## src/rtl/tdf_pkg.sv

```systemverilog
// Shared types, constants and state codes of the trial division factorizer.
package tdf_pkg;

  // Width of the value being factored and of the divider
  localparam int VALUE_WIDTH = 32;
  localparam int DIV_CNT_W   = $clog2(VALUE_WIDTH);

  // Field widths on the ports
  localparam int NUMBER_W = 32;
  localparam int PRIME_W  = 32;
  localparam int EXPO_W   = 6;
  localparam int OUT_DATA_W = 40;

  localparam logic [VALUE_WIDTH-1:0] FIRST_DIVISOR = VALUE_WIDTH'(2);

  typedef enum logic [2:0] {
    S_IDLE,
    S_EMIT_NONE,
    S_DIV,
    S_DIV_WAIT,
    S_DECIDE,
    S_FLUSH,
    S_FINISH
  } tdf_state_t;

  // Commands from the controller to the datapath
  typedef struct packed {
    logic load;        // take a new number, divisor back to two
    logic div_start;   // start a division remainder / divisor
    logic take;        // divisor divides again: keep quotient, count up
    logic start_run;   // new prime found: hold it with count one
    logic end_run;     // run of the held prime ends, advance divisor
    logic next_d;      // advance divisor
    logic out_none;    // emit the no-factor result
    logic out_held;    // emit the held prime
    logic out_rem;     // emit the leftover remainder as a prime
    logic out_last;    // last flag for out_held
    logic clear_held;  // held prime has been emitted
  } tdf_cmd_t;

  // Status from the datapath to the controller
  typedef struct packed {
    logic in_small;   // number on the input is below two
    logic div_done;   // division finished this cycle
    logic r_zero;     // division left no remainder
    logic d_gt_q;     // divisor exceeds quotient: divisor squared > remainder
    logic in_run;     // divisor equals the held prime
    logic held_v;     // a found prime waits to be emitted
    logic rem_gt1;    // remainder above one
    logic slot_free;  // output register can take a result
  } tdf_status_t;

endpackage

```

## src/rtl/tdf_divider.sv

```systemverilog
// Restoring divider, one quotient bit per cycle.
module tdf_divider (
  input  logic                            clk,
  input  logic                            rst_n,
  input  logic                            start,
  input  logic [tdf_pkg::VALUE_WIDTH-1:0] dividend,
  input  logic [tdf_pkg::VALUE_WIDTH-1:0] divisor,
  output logic                            done,
  output logic [tdf_pkg::VALUE_WIDTH-1:0] quotient,
  output logic [tdf_pkg::VALUE_WIDTH-1:0] remainder
);
  import tdf_pkg::*;

  logic [VALUE_WIDTH-1:0] quo_r, quo_nxt;
  logic [VALUE_WIDTH-1:0] rem_r, rem_nxt;
  logic [VALUE_WIDTH-1:0] dvs_r, dvs_nxt;
  logic [DIV_CNT_W-1:0]   cnt_r, cnt_nxt;
  logic                   busy_r, busy_nxt;
  logic                   done_r, done_nxt;
  logic [VALUE_WIDTH:0]   shifted;
  logic [VALUE_WIDTH:0]   diff;

  // Shift in the next dividend bit and try to subtract
  assign shifted = {rem_r, quo_r[VALUE_WIDTH-1]};
  assign diff    = shifted - {1'b0, dvs_r};

  // Step the division
  always_comb begin
    quo_nxt  = quo_r;
    rem_nxt  = rem_r;
    dvs_nxt  = dvs_r;
    cnt_nxt  = cnt_r;
    busy_nxt = busy_r;
    done_nxt = 1'b0;
    if (start) begin
      quo_nxt  = dividend;
      rem_nxt  = '0;
      dvs_nxt  = divisor;
      cnt_nxt  = DIV_CNT_W'(VALUE_WIDTH - 1);
      busy_nxt = 1'b1;
    end else if (busy_r) begin
      if (!diff[VALUE_WIDTH]) begin
        rem_nxt = diff[VALUE_WIDTH-1:0];
        quo_nxt = {quo_r[VALUE_WIDTH-2:0], 1'b1};
      end else begin
        rem_nxt = shifted[VALUE_WIDTH-1:0];
        quo_nxt = {quo_r[VALUE_WIDTH-2:0], 1'b0};
      end
      cnt_nxt = cnt_r - 1'b1;
      if (cnt_r == '0) begin
        busy_nxt = 1'b0;
        done_nxt = 1'b1;
      end
    end
  end

  always_ff @(posedge clk) begin
    if (!rst_n) begin
      busy_r <= 1'b0;
      done_r <= 1'b0;
      cnt_r  <= '0;
    end else begin
      busy_r <= busy_nxt;
      done_r <= done_nxt;
      cnt_r  <= cnt_nxt;
    end
  end

  always_ff @(posedge clk) begin
    quo_r <= quo_nxt;
    rem_r <= rem_nxt;
    dvs_r <= dvs_nxt;
  end

  assign done      = done_r;
  assign quotient  = quo_r;
  assign remainder = rem_r;

endmodule

```

## src/rtl/tdf_datapath.sv

```systemverilog
// Datapath: remainder, trial divisor, held prime, divider and output register.
module tdf_datapath (
  input  logic                           clk,
  input  logic                           rst_n,
  input  logic [tdf_pkg::NUMBER_W-1:0]   number,
  input  tdf_pkg::tdf_cmd_t              cmd,
  output tdf_pkg::tdf_status_t           st,
  input  logic                           out_ready,
  output logic                           out_valid,
  output logic [tdf_pkg::PRIME_W-1:0]    out_prime,
  output logic [tdf_pkg::EXPO_W-1:0]     out_expo,
  output logic                           out_last,
  output logic                           out_none
);
  import tdf_pkg::*;

  logic [VALUE_WIDTH-1:0] value;
  logic [VALUE_WIDTH-1:0] rem_r, rem_nxt;
  logic [VALUE_WIDTH-1:0] d_r, d_nxt;
  logic [VALUE_WIDTH-1:0] held_p_r, held_p_nxt;
  logic [EXPO_W-1:0]      held_c_r, held_c_nxt;
  logic                   held_v_r, held_v_nxt;
  logic                   in_run_r, in_run_nxt;
  logic                   ov_r, ov_nxt;
  logic [PRIME_W-1:0]     op_r, op_nxt;
  logic [EXPO_W-1:0]      oe_r, oe_nxt;
  logic                   ol_r, ol_nxt;
  logic                   on_r, on_nxt;
  logic                   div_done;
  logic [VALUE_WIDTH-1:0] quo;
  logic [VALUE_WIDTH-1:0] rmd;

  // Keep the low bits of the input number
  assign value = VALUE_WIDTH'(number);

  tdf_divider u_div (
    .clk       (clk),
    .rst_n     (rst_n),
    .start     (cmd.div_start),
    .dividend  (rem_r),
    .divisor   (d_r),
    .done      (div_done),
    .quotient  (quo),
    .remainder (rmd)
  );

  // Update the factoring state
  always_comb begin
    rem_nxt    = rem_r;
    d_nxt      = d_r;
    held_p_nxt = held_p_r;
    held_c_nxt = held_c_r;
    held_v_nxt = held_v_r;
    in_run_nxt = in_run_r;
    if (cmd.load) begin
      rem_nxt    = value;
      d_nxt      = FIRST_DIVISOR;
      held_v_nxt = 1'b0;
      in_run_nxt = 1'b0;
    end
    if (cmd.take) begin
      rem_nxt    = quo;
      held_c_nxt = held_c_r + 1'b1;
    end
    if (cmd.start_run) begin
      rem_nxt    = quo;
      held_p_nxt = d_r;
      held_c_nxt = EXPO_W'(1);
      held_v_nxt = 1'b1;
      in_run_nxt = 1'b1;
    end
    if (cmd.end_run) begin
      in_run_nxt = 1'b0;
      d_nxt      = d_r + 1'b1;
    end
    if (cmd.next_d) begin
      d_nxt = d_r + 1'b1;
    end
    if (cmd.clear_held) begin
      held_v_nxt = 1'b0;
    end
  end

  // Load the output register; drop a result once it is taken
  always_comb begin
    ov_nxt = ov_r & ~out_ready;
    op_nxt = op_r;
    oe_nxt = oe_r;
    ol_nxt = ol_r;
    on_nxt = on_r;
    if (cmd.out_none) begin
      ov_nxt = 1'b1;
      op_nxt = '0;
      oe_nxt = '0;
      ol_nxt = 1'b1;
      on_nxt = 1'b1;
    end else if (cmd.out_held) begin
      ov_nxt = 1'b1;
      op_nxt = PRIME_W'(held_p_r);
      oe_nxt = held_c_r;
      ol_nxt = cmd.out_last;
      on_nxt = 1'b0;
    end else if (cmd.out_rem) begin
      ov_nxt = 1'b1;
      op_nxt = PRIME_W'(rem_r);
      oe_nxt = EXPO_W'(1);
      ol_nxt = 1'b1;
      on_nxt = 1'b0;
    end
  end

  always_ff @(posedge clk) begin
    if (!rst_n) begin
      rem_r    <= '0;
      d_r      <= FIRST_DIVISOR;
      held_v_r <= 1'b0;
      in_run_r <= 1'b0;
      ov_r     <= 1'b0;
    end else begin
      rem_r    <= rem_nxt;
      d_r      <= d_nxt;
      held_v_r <= held_v_nxt;
      in_run_r <= in_run_nxt;
      ov_r     <= ov_nxt;
    end
  end

  always_ff @(posedge clk) begin
    held_p_r <= held_p_nxt;
    held_c_r <= held_c_nxt;
    op_r     <= op_nxt;
    oe_r     <= oe_nxt;
    ol_r     <= ol_nxt;
    on_r     <= on_nxt;
  end

  // Status toward the controller
  always_comb begin
    st.in_small  = (value < VALUE_WIDTH'(2));
    st.div_done  = div_done;
    st.r_zero    = (rmd == '0);
    st.d_gt_q    = (d_r > quo);
    st.in_run    = in_run_r;
    st.held_v    = held_v_r;
    st.rem_gt1   = (rem_r > VALUE_WIDTH'(1));
    st.slot_free = ~ov_r | out_ready;
  end

  assign out_valid = ov_r;
  assign out_prime = op_r;
  assign out_expo  = oe_r;
  assign out_last  = ol_r;
  assign out_none  = on_r;

endmodule

```

## src/rtl/tdf_ctrl.sv

```systemverilog
// Controller: sequences divisions and result emission for one number.
module tdf_ctrl (
  input  logic                 clk,
  input  logic                 rst_n,
  input  logic                 in_valid,
  output logic                 in_ready,
  input  tdf_pkg::tdf_status_t st,
  output tdf_pkg::tdf_cmd_t    cmd
);
  import tdf_pkg::*;

  tdf_state_t state_r, state_nxt;

  always_ff @(posedge clk) begin
    if (!rst_n) begin
      state_r <= S_IDLE;
    end else begin
      state_r <= state_nxt;
    end
  end

  // Next state
  always_comb begin
    state_nxt = state_r;
    case (state_r)
      S_IDLE: begin
        if (in_valid) begin
          state_nxt = st.in_small ? S_EMIT_NONE : S_DIV;
        end
      end
      S_EMIT_NONE: begin
        if (st.slot_free) begin
          state_nxt = S_IDLE;
        end
      end
      S_DIV: begin
        state_nxt = S_DIV_WAIT;
      end
      S_DIV_WAIT: begin
        if (st.div_done) begin
          state_nxt = S_DECIDE;
        end
      end
      S_DECIDE: begin
        if (st.in_run) begin
          state_nxt = S_DIV;
        end else if (st.d_gt_q) begin
          state_nxt = S_FINISH;
        end else if (st.r_zero && st.held_v) begin
          state_nxt = S_FLUSH;
        end else begin
          state_nxt = S_DIV;
        end
      end
      S_FLUSH: begin
        if (st.slot_free) begin
          state_nxt = S_DIV;
        end
      end
      S_FINISH: begin
        if (st.slot_free && !(st.rem_gt1 && st.held_v)) begin
          state_nxt = S_IDLE;
        end
      end
      default: begin
        state_nxt = S_IDLE;
      end
    endcase
  end

  // Commands
  always_comb begin
    cmd      = '0;
    in_ready = 1'b0;
    case (state_r)
      S_IDLE: begin
        in_ready = 1'b1;
        cmd.load = in_valid;
      end
      S_EMIT_NONE: begin
        cmd.out_none = st.slot_free;
      end
      S_DIV: begin
        cmd.div_start = 1'b1;
      end
      S_DECIDE: begin
        if (st.in_run) begin
          cmd.take    = st.r_zero;
          cmd.end_run = ~st.r_zero;
        end else if (!st.d_gt_q) begin
          if (!st.r_zero) begin
            cmd.next_d = 1'b1;
          end else if (!st.held_v) begin
            cmd.start_run = 1'b1;
          end
        end
      end
      S_FLUSH: begin
        // Emit the previous prime and hold the new one in the same cycle
        if (st.slot_free) begin
          cmd.out_held  = 1'b1;
          cmd.start_run = 1'b1;
        end
      end
      S_FINISH: begin
        if (st.slot_free) begin
          if (st.held_v) begin
            cmd.out_held   = 1'b1;
            cmd.out_last   = ~st.rem_gt1;
            cmd.clear_held = 1'b1;
          end else begin
            cmd.out_rem = 1'b1;
          end
        end
      end
      default: begin
        cmd = '0;
      end
    endcase
  end

endmodule

```

## src/rtl/trial_division_factorizer_top.sv

```systemverilog
// Top level of the trial division factorizer.
//
// The input channel takes one unsigned 32-bit number per transaction. For
// each number the block emits a run of (prime, exponent) results in
// increasing prime order on the output channel; tlast marks the final
// result of the run. A number below two gives a single result with prime 0,
// exponent 0, tlast set and the none flag (out_tuser) set.
// Divisors are tried upward from two until the divisor squared exceeds the
// remainder; a leftover above one is emitted as a prime with exponent one.
// Each trial costs one pass of the bit-serial divider (start, 32 divider
// steps, done and decision). The cost of a number grows with the number
// of trial divisors and found multiplicities, and is largest for a 32-bit
// prime near the top of the range.
// One number is factored at a time; in_tready is high only while idle.
// A result sits in an output register; while the receiver stalls, the
// factoring stops at the next result until that register is taken, and
// the next number is accepted as soon as the last result is loaded.
// Synchronous active-low reset returns the block to idle with no result
// pending.
module trial_division_factorizer_top (
  input  logic        clk,
  input  logic        rst_n,
  input  logic        in_tvalid,
  output logic        in_tready,
  input  logic [31:0] in_tdata,   // [31:0] number
  output logic        out_tvalid,
  input  logic        out_tready,
  output logic [39:0] out_tdata,  // [31:0] prime, [37:32] exponent, [39:38] zero
  output logic        out_tlast,
  output logic        out_tuser   // [0] none_found
);
  import tdf_pkg::*;

  tdf_cmd_t           cmd;
  tdf_status_t        st;
  logic [PRIME_W-1:0] prime;
  logic [EXPO_W-1:0]  expo;

  tdf_ctrl u_ctrl (
    .clk      (clk),
    .rst_n    (rst_n),
    .in_valid (in_tvalid),
    .in_ready (in_tready),
    .st       (st),
    .cmd      (cmd)
  );

  tdf_datapath u_dp (
    .clk       (clk),
    .rst_n     (rst_n),
    .number    (in_tdata),
    .cmd       (cmd),
    .st        (st),
    .out_ready (out_tready),
    .out_valid (out_tvalid),
    .out_prime (prime),
    .out_expo  (expo),
    .out_last  (out_tlast),
    .out_none  (out_tuser)
  );

  // Pack the result fields
  assign out_tdata = {2'b00, expo, prime};

  // A result is loaded only when the output register can take it
  a_load_free: assert property (@(posedge clk) disable iff (!rst_n)
    (cmd.out_none || cmd.out_held || cmd.out_rem) |-> st.slot_free)
    else $error("result loaded into an occupied output register");

  // At most one result source per cycle
  a_one_source: assert property (@(posedge clk) disable iff (!rst_n)
    $onehot0({cmd.out_none, cmd.out_held, cmd.out_rem}))
    else $error("two result sources in one cycle");

  // A no-factor result is always the end of its run
  a_none_last: assert property (@(posedge clk) disable iff (!rst_n)
    (out_tvalid && out_tuser) |-> out_tlast)
    else $error("no-factor result without tlast");

  // A new prime is held only after the previous run has ended
  a_new_run: assert property (@(posedge clk) disable iff (!rst_n)
    cmd.start_run |-> !st.in_run)
    else $error("new prime started during a run");

endmodule
```

## config.mk

```make
export PLATFORM = sky130hd
export DESIGN_NAME = trial_division_factorizer_top
export DESIGN_NICKNAME = d
export VERILOG_FILES = /design/src/rtl/tdf_pkg.sv /design/src/rtl/tdf_divider.sv /design/src/rtl/tdf_datapath.sv /design/src/rtl/tdf_ctrl.sv /design/src/rtl/trial_division_factorizer_top.sv
export SDC_FILE = /design/constraint.sdc
export NUM_CORES = 1
export LEC_CHECK = 0
export ABC_AREA = 1
export ABC_CLOCK_PERIOD_IN_PS = 3200
export BUFFER_PORTS_ARGS = -buffer_cell sky130_fd_sc_hd__buf_2
export CAP_MARGIN = 15
export CORE_ASPECT_RATIO = 1.1
export CORE_UTILIZATION = 35
export CTS_CLUSTER_DIAMETER = 150
export DETAILED_ROUTE_END_ITERATION = 10
export PLACE_DENSITY = 0.52
export SKIP_LAST_GASP = 1
export SLEW_MARGIN = 20
export SYNTH_ARGS = -nofsm -noshare
export SYNTH_HDL_FRONTEND = slang
export SYNTH_SLANG_ARGS = --single-unit
```

## constraint.sdc

```tcl
create_clock -name clk -period 3.2 [get_ports clk]
set_clock_uncertainty 0.1 [all_clocks]
set_input_delay 0.16 -clock clk [delete_from_list [all_inputs] [get_ports clk]]
set_output_delay 0.16 -clock clk [all_outputs]
set_load 0.02 [all_outputs]
```

==> results.md, run 1 <==
Final layout:
- In the final layout, the share of cells above drive strength 1 is between 10% and 20%.
- Fill cells in the final layout number about 4000.
- The fraction of the core area covered by cells at the end of the flow is between 40% and 50%.
- 0 antenna diodes ended up in the layout.
- The number of nets in the layout is 2117.
- The most frequent standard cell in the layout excluding fill and tap cells is sky130_fd_sc_hd__nand2_1.
- The library cells used most frequently in the layout, excluding fill and tap cells, are 492 x sky130_fd_sc_hd__nand2_1, 253 x sky130_fd_sc_hd__inv_1, 198 x sky130_fd_sc_hd__nor2_1.
- The growth of design area from synthesis to finish is 17.3%.
- The final non-filler cell area is roughly 0.017 mm2.

Global routing:
- The via count of the first global-routing pass came to around 12000.
- The global-route wire length before repair is around 66000 um.
- The aggregate global-route resource usage is 20.1%.
- The initial antenna violation count is 0.
- Entering global routing, the biggest net connects between 100 and 150 pins.
- The total global routing overflow is 0.

Timing:
- The hold violation count in the final report is 0.
- The number of slew-limit violations in the final report was 0.
- The worst-case headroom to the max-slew limit is about 38%.
- The aggregate negative setup slack is 0 ps.
- Setup slack on the critical path of the routed design comes to between 300 and 400 ps.
- Setup repair after global routing left no endpoint under its margin.
- The shortest clock period the worst path allows after layout is between 2000 and 3000 ps.
- The maximum operating frequency is approximately 350 MHz.
- The final-report setup violation count is 0.
- After layout, the worst path uses between 80 and 90% of the clock period.
- At the pin with the least slew margin, the transition time is 923 ps.

Yosys:
- The count of flip-flops with a built-in enable after synthesis is 96.
- The async set-or-reset flop fraction in the synthesized netlist is 0%.
- After synthesis, the mean cell area works out to around 7.5 um2.
- After synthesis the netlist holds a flip-flop and latch count of ~250.
- The count of unique library cells instantiated by Yosys is 53.
- During synthesis, Yosys emitted a total of 0 warnings.
- Counting every instance in the synthesized netlist gives 1889.
- The synthesized netlist occupies a cell area of approximately 0.014 mm2.
- The part of the Yosys area used for sequential elements is 42.4%.
- The flip-flop cell with the highest count after synthesis is sky130_fd_sc_hd__dfxtp_1.

Pwr:
- The worst ir drop on vdd is 0.498 mV.
- For this design the static power due to leakage is between 7 and 8 nW.
- The power per cell area is between 700 and 800 mW/mm2.

CTS:
- The total CTS buffers is 29.
- TritonCTS built the clock tree.
- The number of setup buffers added after CTS is 0.
- The clock sink total is 251.
- The clock-pin slew reported for the worst setup and hold paths after clock tree synthesis is roughly 60 ps.
- The master cell of the clock root buffer is sky130_fd_sc_hd__clkbuf_16.
- The clock passes through at most 3 buffers.
- The clock reaches the later pin of the worst-skew pair after roughly 570 ps.
- In this run the number of H-tree levels came out at 1.

Worst setup path:
- STA classifies the critical path endpoint as a flip-flop.
- The beginning of the worst register-to-register path is u_dp.u_div.quotient[31].
- The maximum fanout encountered on the critical timing path is 21.
- The required time reported for the critical path endpoint is approximately 3600 ps.
- STA classifies the critical path startpoint as a flip-flop.
- The critical path in this run is classified as flip-flop to flip-flop.
- At the worst endpoint, the arrival time is approximately 3200 ps.
- The launch point of the critical path is u_dp.u_div.quotient[31].

Hold path:
- The class of the worst hold path is input pin to flip-flop.
- The hold path startpoint is in_tdata[15].

Die:
- The number of placement rows is 76.
- The die is slightly below 200 um wide.
- The initial core utilization is around 36%.
- Pin placement for this block handled 80 I/O pins.
- The die covers 0.0411 mm2.
- The area of the placeable core is between 0.03 and 0.04 mm2.
- From bottom edge to top edge, the die measures ~210 um.

Place:
- The last weighted congestion value of the routability-driven placer is 0.930.
- The worst setup slack after placement is roughly 330 ps.
- The cell area reported after detailed placement is approximately 0.015 mm2.
- The detailed-placement wirelength estimate is about 30000 um.
- The count of input and output buffers is 77.

Routing:
- For this run, the detailed router's first-pass iteration total came to 5.
- The detail-routed via count per cell is 4.99.
- Once detail routing completed, the nets flagged for antenna violations numbered 0.
- Wires add up to between 40000 and 50000 um.
- The number of vias in the routed layout is approximately 13000.
- For this block, the initial DRC count from the detailed router was slightly below 800.
- After detailed routing, the number of remaining DRC violations is 0.
- The mean routed wirelength per cell is 16.3 um.

Outcome:
- The flow ran to the end, and the final reports show no timing, DRC or antenna violations.

Job:
- Across the run, the number of max-cap violations was 0.
worst paths after layout:
kind         depth (start not counted)  slack, ps                        to
min reg2reg                          2        360             u_dp.out_none
max reg2reg                         16        360  u_dp.u_div.remainder[19]
min                                  6        350            u_dp.rem_r[15]
max                                 16        360  u_dp.u_div.remainder[19]
critical path: stages (launching register included):
cell and delay (ps):
sky130_fd_sc_hd__edfxtp_1 350, sky130_fd_sc_hd__inv_1 80, sky130_fd_sc_hd__ha_1 210, sky130_fd_sc_hd__fa_1 410
sky130_fd_sc_hd__inv_1 70, sky130_fd_sc_hd__nand2_1 50, sky130_fd_sc_hd__o21ai_2 200, sky130_fd_sc_hd__a21o_2 190
sky130_fd_sc_hd__a21o_1 210, sky130_fd_sc_hd__nand2_2 90, sky130_fd_sc_hd__nand2_2 70, sky130_fd_sc_hd__nand2_1 60
sky130_fd_sc_hd__nand2_2 220, sky130_fd_sc_hd__buf_12 210, sky130_fd_sc_hd__nand3_1 80, sky130_fd_sc_hd__nand3_1 70
sky130_fd_sc_hd__nand2_1 50
flip-flops by register name, summed over array words and instances, names as in the netlist:
| signal | count |
|---|---|
| u_dp.out_expo | 6 |
| u_dp.u_div.dvs_r | 32 |
| u_dp.held_c_r | 6 |
| u_dp.u_div.busy_r | 1 |
| u_dp.rem_r | 32 |
| u_dp.u_div.quotient | 32 |
| u_dp.u_div.remainder | 32 |
| u_ctrl.state_r | 3 |
| u_dp.held_v_r | 1 |
| u_dp.u_div.cnt_r | 5 |
| u_dp.held_p_r | 32 |
| u_dp.out_last | 1 |
| u_dp.in_run_r | 1 |
| u_dp.out_none | 1 |
| u_dp.d_r | 32 |
| u_dp.u_div.done | 1 |
| u_dp.out_prime | 32 |
| u_dp.out_valid | 1 |
cell type report:
type	count	area, um2	area share, %
Clock inverter	21	245	1.48
Tap cell	507	634	3.83
Sequential cell	251	5990	36.2
Timing Repair Buffer	153	1140	6.91
Inverter	268	1010	6.08
Multi-Input combinational cell	1309	6770	40.9
Clock buffer	32	757	4.58
synth_stat cells (3+ instances only):
cell                       number  area share (%)
sky130_fd_sc_hd__nand2_1      492              13
sky130_fd_sc_hd__inv_1        253             6.7
sky130_fd_sc_hd__nor2_1       198             5.3
sky130_fd_sc_hd__dfxtp_1      155              22
sky130_fd_sc_hd__a21oi_1      122             4.3
sky130_fd_sc_hd__edfxtp_1      96              20
sky130_fd_sc_hd__nand3_1       93             3.3
sky130_fd_sc_hd__o21ai_0       77             2.7
sky130_fd_sc_hd__ha_1          68             6.0
sky130_fd_sc_hd__nand4_1       34             1.5
sky130_fd_sc_hd__o211ai_1      33             1.8
sky130_fd_sc_hd__o21ai_1       30             1.1
sky130_fd_sc_hd__clkbuf_1      24            0.64
sky130_fd_sc_hd__xor2_1        22             1.4
sky130_fd_sc_hd__nor3_1        19            0.67
sky130_fd_sc_hd__xnor2_1       17             1.1
sky130_fd_sc_hd__buf_2         14            0.50
sky130_fd_sc_hd__inv_2         14            0.37
sky130_fd_sc_hd__a21oi_2       13            0.81
sky130_fd_sc_hd__nor4_1        13            0.58
sky130_fd_sc_hd__buf_4         12            0.64
sky130_fd_sc_hd__nand2_2       10            0.44
sky130_fd_sc_hd__nor2_2         9            0.40
sky130_fd_sc_hd__buf_6          6            0.48
sky130_fd_sc_hd__nand3b_1       6            0.32
sky130_fd_sc_hd__o21bai_1       6            0.32
sky130_fd_sc_hd__a21o_1         5            0.27
sky130_fd_sc_hd__a31oi_1        5            0.22
sky130_fd_sc_hd__nand3_2        5            0.35
sky130_fd_sc_hd__or2_2          5            0.22
sky130_fd_sc_hd__buf_1          4            0.11
sky130_fd_sc_hd__nand4_2        3            0.27
sky130_fd_sc_hd__nor2_4         3            0.24
sky130_fd_sc_hd__o21a_1         3            0.16
where the power goes:
| part | leakage, nW | internal [mW] | switching, mW |
|---|---|---|---|
| Sequential | 2.18 | 4.42 | 0.460 |
| Combinational | 4.93 | 1.43 | 3.18 |
| Clock | 0.489 | 2.11 | 1.44 |
cell families (layout without fill, tap and decap cells):
group                      after synthesis  in the layout  synth area share [%]
and+or+nand+nor                        898            898                  27.3
buffers and inverters                  330            474                  9.62
AOI/OAI and AO/OA                      301            301                  12.0
DFF                                    251            251                  42.4
adders and majority gates               69             69                  6.17
xor gates and xnor gates                39             39                  2.42
other                                    1              2                0.0266
routing by layer:
| layer | routed length [um] | part of all wire (%) | vias up | track usage (%) |
|---|---|---|---|---|
| met1 | 19800 | 48 | 5987 | 27.1 |
| met4 | 916 | 2.2 | 0 | 5.24 |
| li1 | - | - | 6384 | - |
| met5 | 0 | 0 | - | 0 |
| met2 | 19000 | 46 | 255 | 34.2 |
| met3 | 1790 | 4.3 | 52 | 2.41 |
per-stage QoR:
step	power, mW	hold WS [ps]	cells
after floorplan	8.04	275	1890
after global placement	9.48	344	2453
after detailed placement	9.52	344	2453
after CTS	13.2	323	2541
after global routing	13.9	374	2541
final	13.0	351	2541
repair_timing:
item | in CTS | in global routing
gates resized for setup | 0 | 0
endpoints found under the setup margin | 0 | 0
hold buffers | 35 | 0
endpoints found under the hold margin | 41 | 0
Power figures use the tool's default switching activity.
==> run 2: changes to the inputs <==
--- a/config.mk
+++ b/config.mk
@@ -13,6 +13,7 @@
 export CORE_UTILIZATION = 35
 export CTS_CLUSTER_DIAMETER = 150
 export DETAILED_ROUTE_END_ITERATION = 10
+export GPL_TIMING_DRIVEN = 0
 export PLACE_DENSITY = 0.52
 export SKIP_LAST_GASP = 1
 export SLEW_MARGIN = 20
==> results.md, run 2 (synthesized netlist as in run 1, its figures left out) <==
Timing:
- The worst-case headroom to the max-slew limit is 40.1% (was 38.5%).
- The worst-margin pin slew is 899 ps (was 923 ps).
- The hold violation count in the final report is 0 (unchanged).
- The aggregate negative setup slack came to 0 ps (unchanged).
- The post-route worst setup slack is 179 ps (was 360 ps).
- The number of slew-limit violations in the final report was 0 (unchanged).
- The final-report setup violation count came to 0 (unchanged).
- The final clock period utilization by the worst path is 94.4% (was 88.7%).
- The shortest clock period the worst path allows after layout came to 3020 ps (was 2840 ps).
- The maximum operating frequency is 331 MHz (was 352 MHz).

Die:
- The number of top-level design ports is 80 (unchanged).
- The horizontal die dimension was 193 um (unchanged).
- The area of the placeable core is 0.0395 mm2 (unchanged).
- The die span in y is 213 um (unchanged).
- The total die area is 0.0411 mm2 (unchanged).
- The initial core utilization is 35.8% (unchanged).
- The number of placement rows was 76 (unchanged).

Place:
- The last weighted congestion value of the routability-driven placer is 0.940 (was 0.930).
- The placed cell count is 2475 (was 2453).
- The worst setup slack after placement was 32.7 ps (was 333 ps).
- The count of input and output buffers came to 76 (was 77).
- The detailed-placement wirelength estimate is 33200 um (was 29800 um).

CTS:
- The clock-pin slew reported for the worst setup and hold paths after clock tree synthesis is 60 ps (about the same).
- The maximum clock path buffer count came to 3 (unchanged).
- The depth of the CTS H-tree came to 1 (unchanged).
- The master cell of the clock root buffer is sky130_fd_sc_hd__clkbuf_16 (unchanged).
- The clock latency on the worst-skew pair was 560 ps (was 570 ps).
- The clock sink total was 251 (unchanged).
- The CTS tree is yes (unchanged).
- The total CTS buffers is 29 (unchanged).

Worst setup path:
- The gate family responsible for the most delay along the worst path is simple AND/OR/NAND/NOR gates (unchanged).
- The endpoint type of the worst setup path is a flip-flop (unchanged).
- The required time reported for the critical path endpoint is 3550 ps (was 3560 ps).
- The beginning of the worst register-to-register path is u_dp.u_div.quotient[31] (unchanged).
- The arrival time at the worst endpoint was 3370 ps (was 3200 ps).
- The standard cell with the maximum stage delay on the critical path is sky130_fd_sc_hd__fa_1 (unchanged).
- The register-to-register setup slack is 180 ps (was 360 ps).
- The path type of the worst setup path is flip-flop to flip-flop (unchanged).
- The maximum cell stage delay along the critical path is 420 ps (was 410 ps).
- The endpoint of the lowest-slack register-to-register path is u_dp.u_div.remainder[26] (was u_dp.u_div.remainder[19]).
- The number of cell instances on the worst register-to-register path was 16 (unchanged).
- The maximum fanout encountered on the critical timing path was 10 (was 21).
- The count of buffer and inverter cells on the critical path is 3 (unchanged).
- Critical path, cell by cell: inv_1, ha_1, fa_1, inv_1, nand2_1, o21ai_4, a21o_2, a21o_4, nand2_2, nand2_2, nand2_1, nand2_2, buf_4, nand3_1, nand3_1, nand2_1 (was inv_1, ha_1, fa_1, inv_1, nand2_1, o21ai_2, a21o_2, a21o_1, nand2_2, nand2_2, nand2_1, nand2_2, buf_12, nand3_1, nand3_1, nand2_1).
- The element type at the critical path start was a flip-flop (unchanged).

Routing:
- The number of remaining DRC errors is 0 (unchanged).
- The detail-routed via count per cell is 4.92 (was 4.99).
- The total routed wirelength is 43000 um (was 41500 um).
- The number of vias in the routed layout was 12614 (was 12678).
- The remaining antenna violation count after routing is 0 (unchanged).
- The mean routed wirelength per cell is 16.8 um (was 16.3 um).
- The count of TritonRoute iterations in the first routing pass is 5 (unchanged).
- The number of violations reported at the end of detailed-routing iteration 0 is 758 (was 783).

Pwr:
- The static leakage was 7.58 nW (was 7.60 nW).
- The power per cell area came to 791 mW/mm2 (was 788 mW/mm2).
- The worst ir drop on vdd is 0.475 mV (was 0.498 mV).
- The post-layout total power is 13.1 mW (was 13.0 mW).

Outcome:
- Status: completed (unchanged).

Hold path:
- The number of cells on the worst hold path is 4 (was 6).
- The worst-case hold path end point is u_dp.d_r[0] (was u_dp.rem_r[15]).
- The class of the worst hold path is input pin to flip-flop (unchanged).
- The hold path startpoint is in_tvalid (was in_tdata[15]).

Final layout:
- The area taken by flip-flops and latches came to 0.00599 mm2 (unchanged).
- The number of nets in the layout is 2138 (was 2117).
- The fraction of the core area covered by cells at the end of the flow is 41.9% (about the same).
- Most used cells in the layout excluding fill and tap cells: 491 x sky130_fd_sc_hd__nand2_1, 252 x sky130_fd_sc_hd__inv_1, 198 x sky130_fd_sc_hd__nor2_1 (was 492 x sky130_fd_sc_hd__nand2_1, 253 x sky130_fd_sc_hd__inv_1, 198 x sky130_fd_sc_hd__nor2_1).
- The most frequent standard cell in the layout excluding fill and tap cells is sky130_fd_sc_hd__nand2_1 (unchanged).
- The area of the multi-input gates is 0.00679 mm2 (was 0.00677 mm2).
- The growth of design area from synthesis to finish came to 17.3% (about the same).
- The number of antenna cells inserted is 0 (unchanged).
- The non-filler instance count after layout is 2563 (was 2541).
- The fill cell total of the finished layout came to 4090 (was 4010).
- The share of layout cells above drive strength 1 is 11.4% (was 11.7%).

Global routing:
- The global-route wire length before repair came to 68100 um (was 65700 um).
- The via count of the first global-routing pass is 12537 (was 12051).
- The initial antenna violation count is 0 (unchanged).
- The total global routing overflow was 0 (unchanged).
- The pin count of the biggest net entering global routing was 42 (was 101).
- The aggregate global-route resource usage is 21.0% (was 20.1%).

Job:
- The count of maximum capacitance violations is 0 (unchanged).
[run 2: changes by cell type in the layout (fill, tap and decap cells not counted), moves of 3 or more]
cell                        previous run  this run
sky130_fd_sc_hd__clkbuf_1              1        27
sky130_fd_sc_hd__buf_4                33        12
sky130_fd_sc_hd__buf_2                77        90
sky130_fd_sc_hd__buf_12                8         2
sky130_fd_sc_hd__buf_6                 0         6
sky130_fd_sc_hd__clkbuf_8              2         7
sky130_fd_sc_hd__buf_1                 0         4
sky130_fd_sc_hd__bufinv_16             5         2
sky130_fd_sc_hd__clkbuf_16            29        32
sky130_fd_sc_hd__clkinv_2              7         4
[run 2: worst max path at each step]
| stage | startpoint | to | slack [ps] | depth (start not counted) |
|---|---|---|---|---|
| final | u_dp.u_div.quotient[31] | u_dp.u_div.remainder[26] | 180 | 16 |
| after global routing | u_dp.u_div.quotient[31] | u_dp.u_div.remainder[26] | -2 | 16 |
| after CTS | u_dp.u_div.quotient[31] | u_dp.u_div.remainder[26] | 20 | 16 |
| after detailed placement | u_dp.u_div.quotient[31] | u_dp.u_div.remainder[26] | 30 | 16 |
| after global placement | u_ctrl.state_r[1] | u_dp.u_div.remainder[10] | -1060 | 8 |
| after floorplan | u_dp.d_r[17] | u_dp.held_p_r[0] | 630 | 12 |
[run 2: stage by stage]
step,hold slack (ps),cell area (um2)
floorplan,275,14100
global placement,335,15100
detailed placement,343,15200
CTS,16.9,16500
global route,50.0,16600
finish,15.8,16600
[run 2: layout make-up]
cell class                 instances  share of cell area, %
multi-input combinational       1309                   41.0
sequential                       251                   36.2
inverter                         268                   6.08
clock buffer                      41                   5.40
timing repair buffer             112                   4.60
tap                              507                   3.83
buffer                            62                   2.12
clock inverter                    13                  0.771
[run 2: metal layers]
layer | GRT usage, % | part of all wire, % | wire (um) | vias to the layer above
li1 | - | - | - | 6438
met1 | 26.7 | 45 | 19500 | 5856
met2 | 37.9 | 49 | 21000 | 262
met3 | 1.74 | 3.5 | 1510 | 58
met4 | 6.51 | 2.3 | 1010 | 0
met5 | 0 | 0 | 0 | -
[run 2: worst reg2reg max path, cell delays in order, from the launching register on]
cell	delay, ps
sky130_fd_sc_hd__edfxtp_1	370
sky130_fd_sc_hd__inv_1	130
sky130_fd_sc_hd__ha_1	240
sky130_fd_sc_hd__fa_1	420
sky130_fd_sc_hd__inv_1	70
sky130_fd_sc_hd__nand2_1	80
sky130_fd_sc_hd__o21ai_4	210
sky130_fd_sc_hd__a21o_2	210
sky130_fd_sc_hd__a21o_4	160
sky130_fd_sc_hd__nand2_2	70
sky130_fd_sc_hd__nand2_2	80
sky130_fd_sc_hd__nand2_1	60
sky130_fd_sc_hd__nand2_2	120
sky130_fd_sc_hd__buf_4	240
sky130_fd_sc_hd__nand3_1	190
sky130_fd_sc_hd__nand3_1	120
sky130_fd_sc_hd__nand2_1	50
[run 2: repair_timing]
action	CTS	global route
gates resized for setup	0	2
hold endpoints to repair	40	0
endpoints found under the setup margin	0	31
hold buffers	34	0
buffers inserted	0	0
[run 2: report_power, final]
part           internal [mW]  total [mW]  switching, mW
sequential              4.42        4.87          0.448
clock                   2.11        3.50           1.39
combinational           1.46        4.73           3.27
total                   7.99        13.1           5.10
==> run 3: changes to the inputs <==
--- a/config.mk
+++ b/config.mk
@@ -10,11 +10,11 @@
 export BUFFER_PORTS_ARGS = -buffer_cell sky130_fd_sc_hd__buf_2
 export CAP_MARGIN = 15
 export CORE_ASPECT_RATIO = 1.1
-export CORE_UTILIZATION = 35
+export CORE_UTILIZATION = 56
 export CTS_CLUSTER_DIAMETER = 150
 export DETAILED_ROUTE_END_ITERATION = 10
 export GPL_TIMING_DRIVEN = 0
-export PLACE_DENSITY = 0.52
+export PLACE_DENSITY = 0.75
 export SKIP_LAST_GASP = 1
 export SLEW_MARGIN = 20
 export SYNTH_ARGS = -nofsm -noshare
==> results.md, run 3 (synthesized netlist as in run 1, its figures left out) <==
CTS:
- The total setup buffers inserted after CTS is 0 (unchanged).
- The depth of the CTS H-tree is 1 (unchanged).
- The master cell of the clock root buffer is sky130_fd_sc_hd__clkbuf_16 (unchanged).
- The clock sink total is 251 (unchanged).
- The total CTS buffers is 27 (was 29).
- The clock latency on the worst-skew pair is 530 ps (was 560 ps).
- The clock-pin slew reported for the worst setup and hold paths after clock tree synthesis is 60 ps (about the same).
- The CTS tree is yes (unchanged).
- The maximum clock path buffer count is 3 (unchanged).

Die:
- The initial core utilization is 57.3% (was 35.8%).
- The total die area was 0.0258 mm2 (was 0.0411 mm2).
- The die span in y is 168 um (was 213 um).
- The number of top-level design ports is 80 (unchanged).
- The number of placement rows is 60 (was 76).
- The area of the placeable core is 0.0246 mm2 (was 0.0395 mm2).
- The horizontal die dimension was 153 um (was 193 um).

Worst setup path:
- The maximum fanout encountered on the critical timing path is 10 (unchanged).
- The required time reported for the critical path endpoint came to 3520 ps (was 3550 ps).
- The beginning of the worst register-to-register path was u_dp.u_div.quotient[31] (unchanged).
- The arrival time at the worst endpoint is 3360 ps (was 3370 ps).
- Critical path, cell by cell: inv_1, ha_1, fa_1, inv_1, nand2_1, o21ai_2, a21o_2, a21o_1, nand2_2, nand2_2, nand2_1, nand2_2, buf_4, nand3_1, nand3_1, nand2_1 (was inv_1, ha_1, fa_1, inv_1, nand2_1, o21ai_4, a21o_2, a21o_4, nand2_2, nand2_2, nand2_1, nand2_2, buf_4, nand3_1, nand3_1, nand2_1).
- The number of cell instances on the worst register-to-register path was 16 (unchanged).
- The endpoint type of the worst setup path is a flip-flop (unchanged).
- The maximum cell stage delay along the critical path is 410 ps (was 420 ps).
- The standard cell with the maximum stage delay on the critical path was sky130_fd_sc_hd__fa_1 (unchanged).
- The path type of the worst setup path is flip-flop to flip-flop (unchanged).
- The element type at the critical path start is a flip-flop (unchanged).
- The register-to-register setup slack is 160 ps (was 180 ps).
- The endpoint of the lowest-slack register-to-register path is u_dp.u_div.remainder[23] (was u_dp.u_div.remainder[26]).

Global routing:
- The pin count of the biggest net entering global routing is 42 (unchanged).
- The global-route wire length before repair is 63400 um (was 68100 um).
- The total global routing overflow came to 0 (unchanged).
- The via count of the first global-routing pass was 12729 (was 12537).
- The initial antenna violation count came to 0 (unchanged).
- The aggregate global-route resource usage is 30.8% (was 21.0%).

Timing:
- The final clock period utilization by the worst path is 95.1% (was 94.4%).
- The worst-case headroom to the max-slew limit is 42.5% (was 40.1%).
- The shortest clock period the worst path allows after layout was 3040 ps (was 3020 ps).
- The aggregate negative setup slack is 0 ps (unchanged).
- The worst-margin pin slew came to 862 ps (was 899 ps).
- The hold violation count in the final report is 0 (unchanged).
- The post-route worst setup slack came to 158 ps (was 179 ps).
- The number of slew-limit violations in the final report came to 0 (unchanged).
- The final-report setup violation count was 0 (unchanged).
- The post-route worst hold slack is 58.2 ps (was 15.8 ps).
- Setup repair after global routing left no endpoint under its margin.
- The maximum operating frequency is 329 MHz (was 331 MHz).

Pwr:
- The power per cell area is 785 mW/mm2 (was 791 mW/mm2).
- The worst ir drop on vdd is 0.549 mV (was 0.475 mV).
- The static leakage is 7.52 nW (was 7.58 nW).
- The post-layout total power is 12.7 mW (was 13.1 mW).

Place:
- The detailed-placement wirelength estimate was 30000 um (was 33200 um).
- The last weighted congestion value of the routability-driven placer was 0.998 (was 0.940).
- The worst setup slack after placement is 212 ps (was 32.7 ps).
- The count of input and output buffers is 76 (unchanged).

Final layout:
- The number of antenna cells inserted is 0 (unchanged).
- The growth of design area from synthesis to finish was 14.4% (was 17.3%).
- The area of the multi-input gates was 0.00678 mm2 (was 0.00679 mm2).
- The number of nets in the layout is 2136 (was 2138).
- The fill cell total of the finished layout is 2165 (was 4090).
- The share of layout cells above drive strength 1 is 11.0% (was 11.4%).
- The most frequent standard cell in the layout excluding fill and tap cells is sky130_fd_sc_hd__nand2_1 (unchanged).
- The area taken by flip-flops and latches is 0.00599 mm2 (unchanged).
- The fraction of the core area covered by cells at the end of the flow came to 65.6% (was 41.9%).
- Most used cells in the layout excluding fill and tap cells: 491 x sky130_fd_sc_hd__nand2_1, 252 x sky130_fd_sc_hd__inv_1, 198 x sky130_fd_sc_hd__nor2_1 (unchanged).

Outcome:
- Status: completed (unchanged).

Job:
- The count of maximum capacitance violations came to 0 (unchanged).

Hold path:
- The number of cells on the worst hold path came to 4 (unchanged).
- The hold path startpoint is in_tvalid (unchanged).
- The class of the worst hold path is input pin to flip-flop (unchanged).
- The worst-case hold path end point is u_dp.d_r[0] (unchanged).

Routing:
- The number of remaining DRC errors came to 0 (unchanged).
- The detail-routed via count per cell was 5.48 (was 4.92).
- The number of vias in the routed layout is 12942 (was 12614).
- The count of TritonRoute iterations in the first routing pass came to 6 (was 5).
- The total routed wirelength is 39700 um (was 43000 um).
- The remaining antenna violation count after routing came to 0 (unchanged).
- The mean routed wirelength per cell is 16.8 um (about the same).
- The number of violations reported at the end of detailed-routing iteration 0 is 1007 (was 758).
-- run 3: cell count changes in the layout (fill, tap and decap cells not counted), sizes merged --
cell      change
clkinvlp      -2
clkbuf        -3
inv           -2
clkinv        +2
-- run 3: through the flow --
stage               instances  instance area (um2)
CTS                      2361                16100
global placement         2276                14900
finish                   2361                16100
global route             2361                16100
floorplan                1890                14100
detailed placement       2278                14900
-- run 3: metal layers --
| metal | GRT usage [%] | wire [um] | vias up |
|---|---|---|---|
| met5 | 0 | 0 | - |
| met4 | 15.5 | 1780 | 0 |
| met3 | 3.61 | 2500 | 108 |
| met2 | 55.1 | 19300 | 492 |
| met1 | 36.6 | 16100 | 5896 |
| li1 | - | - | 6446 |
-- run 3: where the power goes --
part	internal [mW]	leakage [nW]	switching (mW)
clock	1.82	0.433	1.28
sequential	4.42	2.18	0.495
combinational	1.46	4.91	3.19
-- run 3: layout make-up --
| cell class | count | share of cell area, % |
|---|---|---|
| plain buffers | 62 | 2.18 |
| multi-input cells | 1309 | 42.0 |
| inverters | 268 | 6.23 |
| well taps | 310 | 2.40 |
| clock inverters | 11 | 0.659 |
| clock buffers | 38 | 4.75 |
| flip-flops and latches | 251 | 37.1 |
| repair buffers | 112 | 4.71 |
-- run 3: how the worst max path moves through the flow --
stage | startpoint | end | slack (ps)
after CTS | u_dp.u_div.quotient[31] | u_dp.u_div.remainder[23] | 200
after floorplan | u_dp.d_r[17] | u_dp.held_p_r[0] | 630
after global placement | u_ctrl.state_r[1] | u_dp.u_div.remainder[12] | -450
final | u_dp.u_div.quotient[31] | u_dp.u_div.remainder[23] | 160
after detailed placement | u_dp.u_div.quotient[31] | u_dp.u_div.remainder[23] | 210
after global routing | u_dp.u_div.quotient[31] | u_dp.u_div.remainder[27] | 30
-- run 3: what timing repair did --
item / in CTS / in global routing
gates resized for setup: 0 / 1
endpoints found under the setup margin: 0 / 5
hold buffers: 34 / 0
endpoints found under the hold margin: 40 / 0
-- run 3: critical path: cells and delay by family (launching register included) --
| family | cells | cell delay (ps) |
|---|---|---|
| compound gates | 3 | 660 |
| fa+ha+maj | 2 | 640 |
| buf+inv | 3 | 410 |
| flops | 1 | 380 |
| simple gates | 8 | 740 |
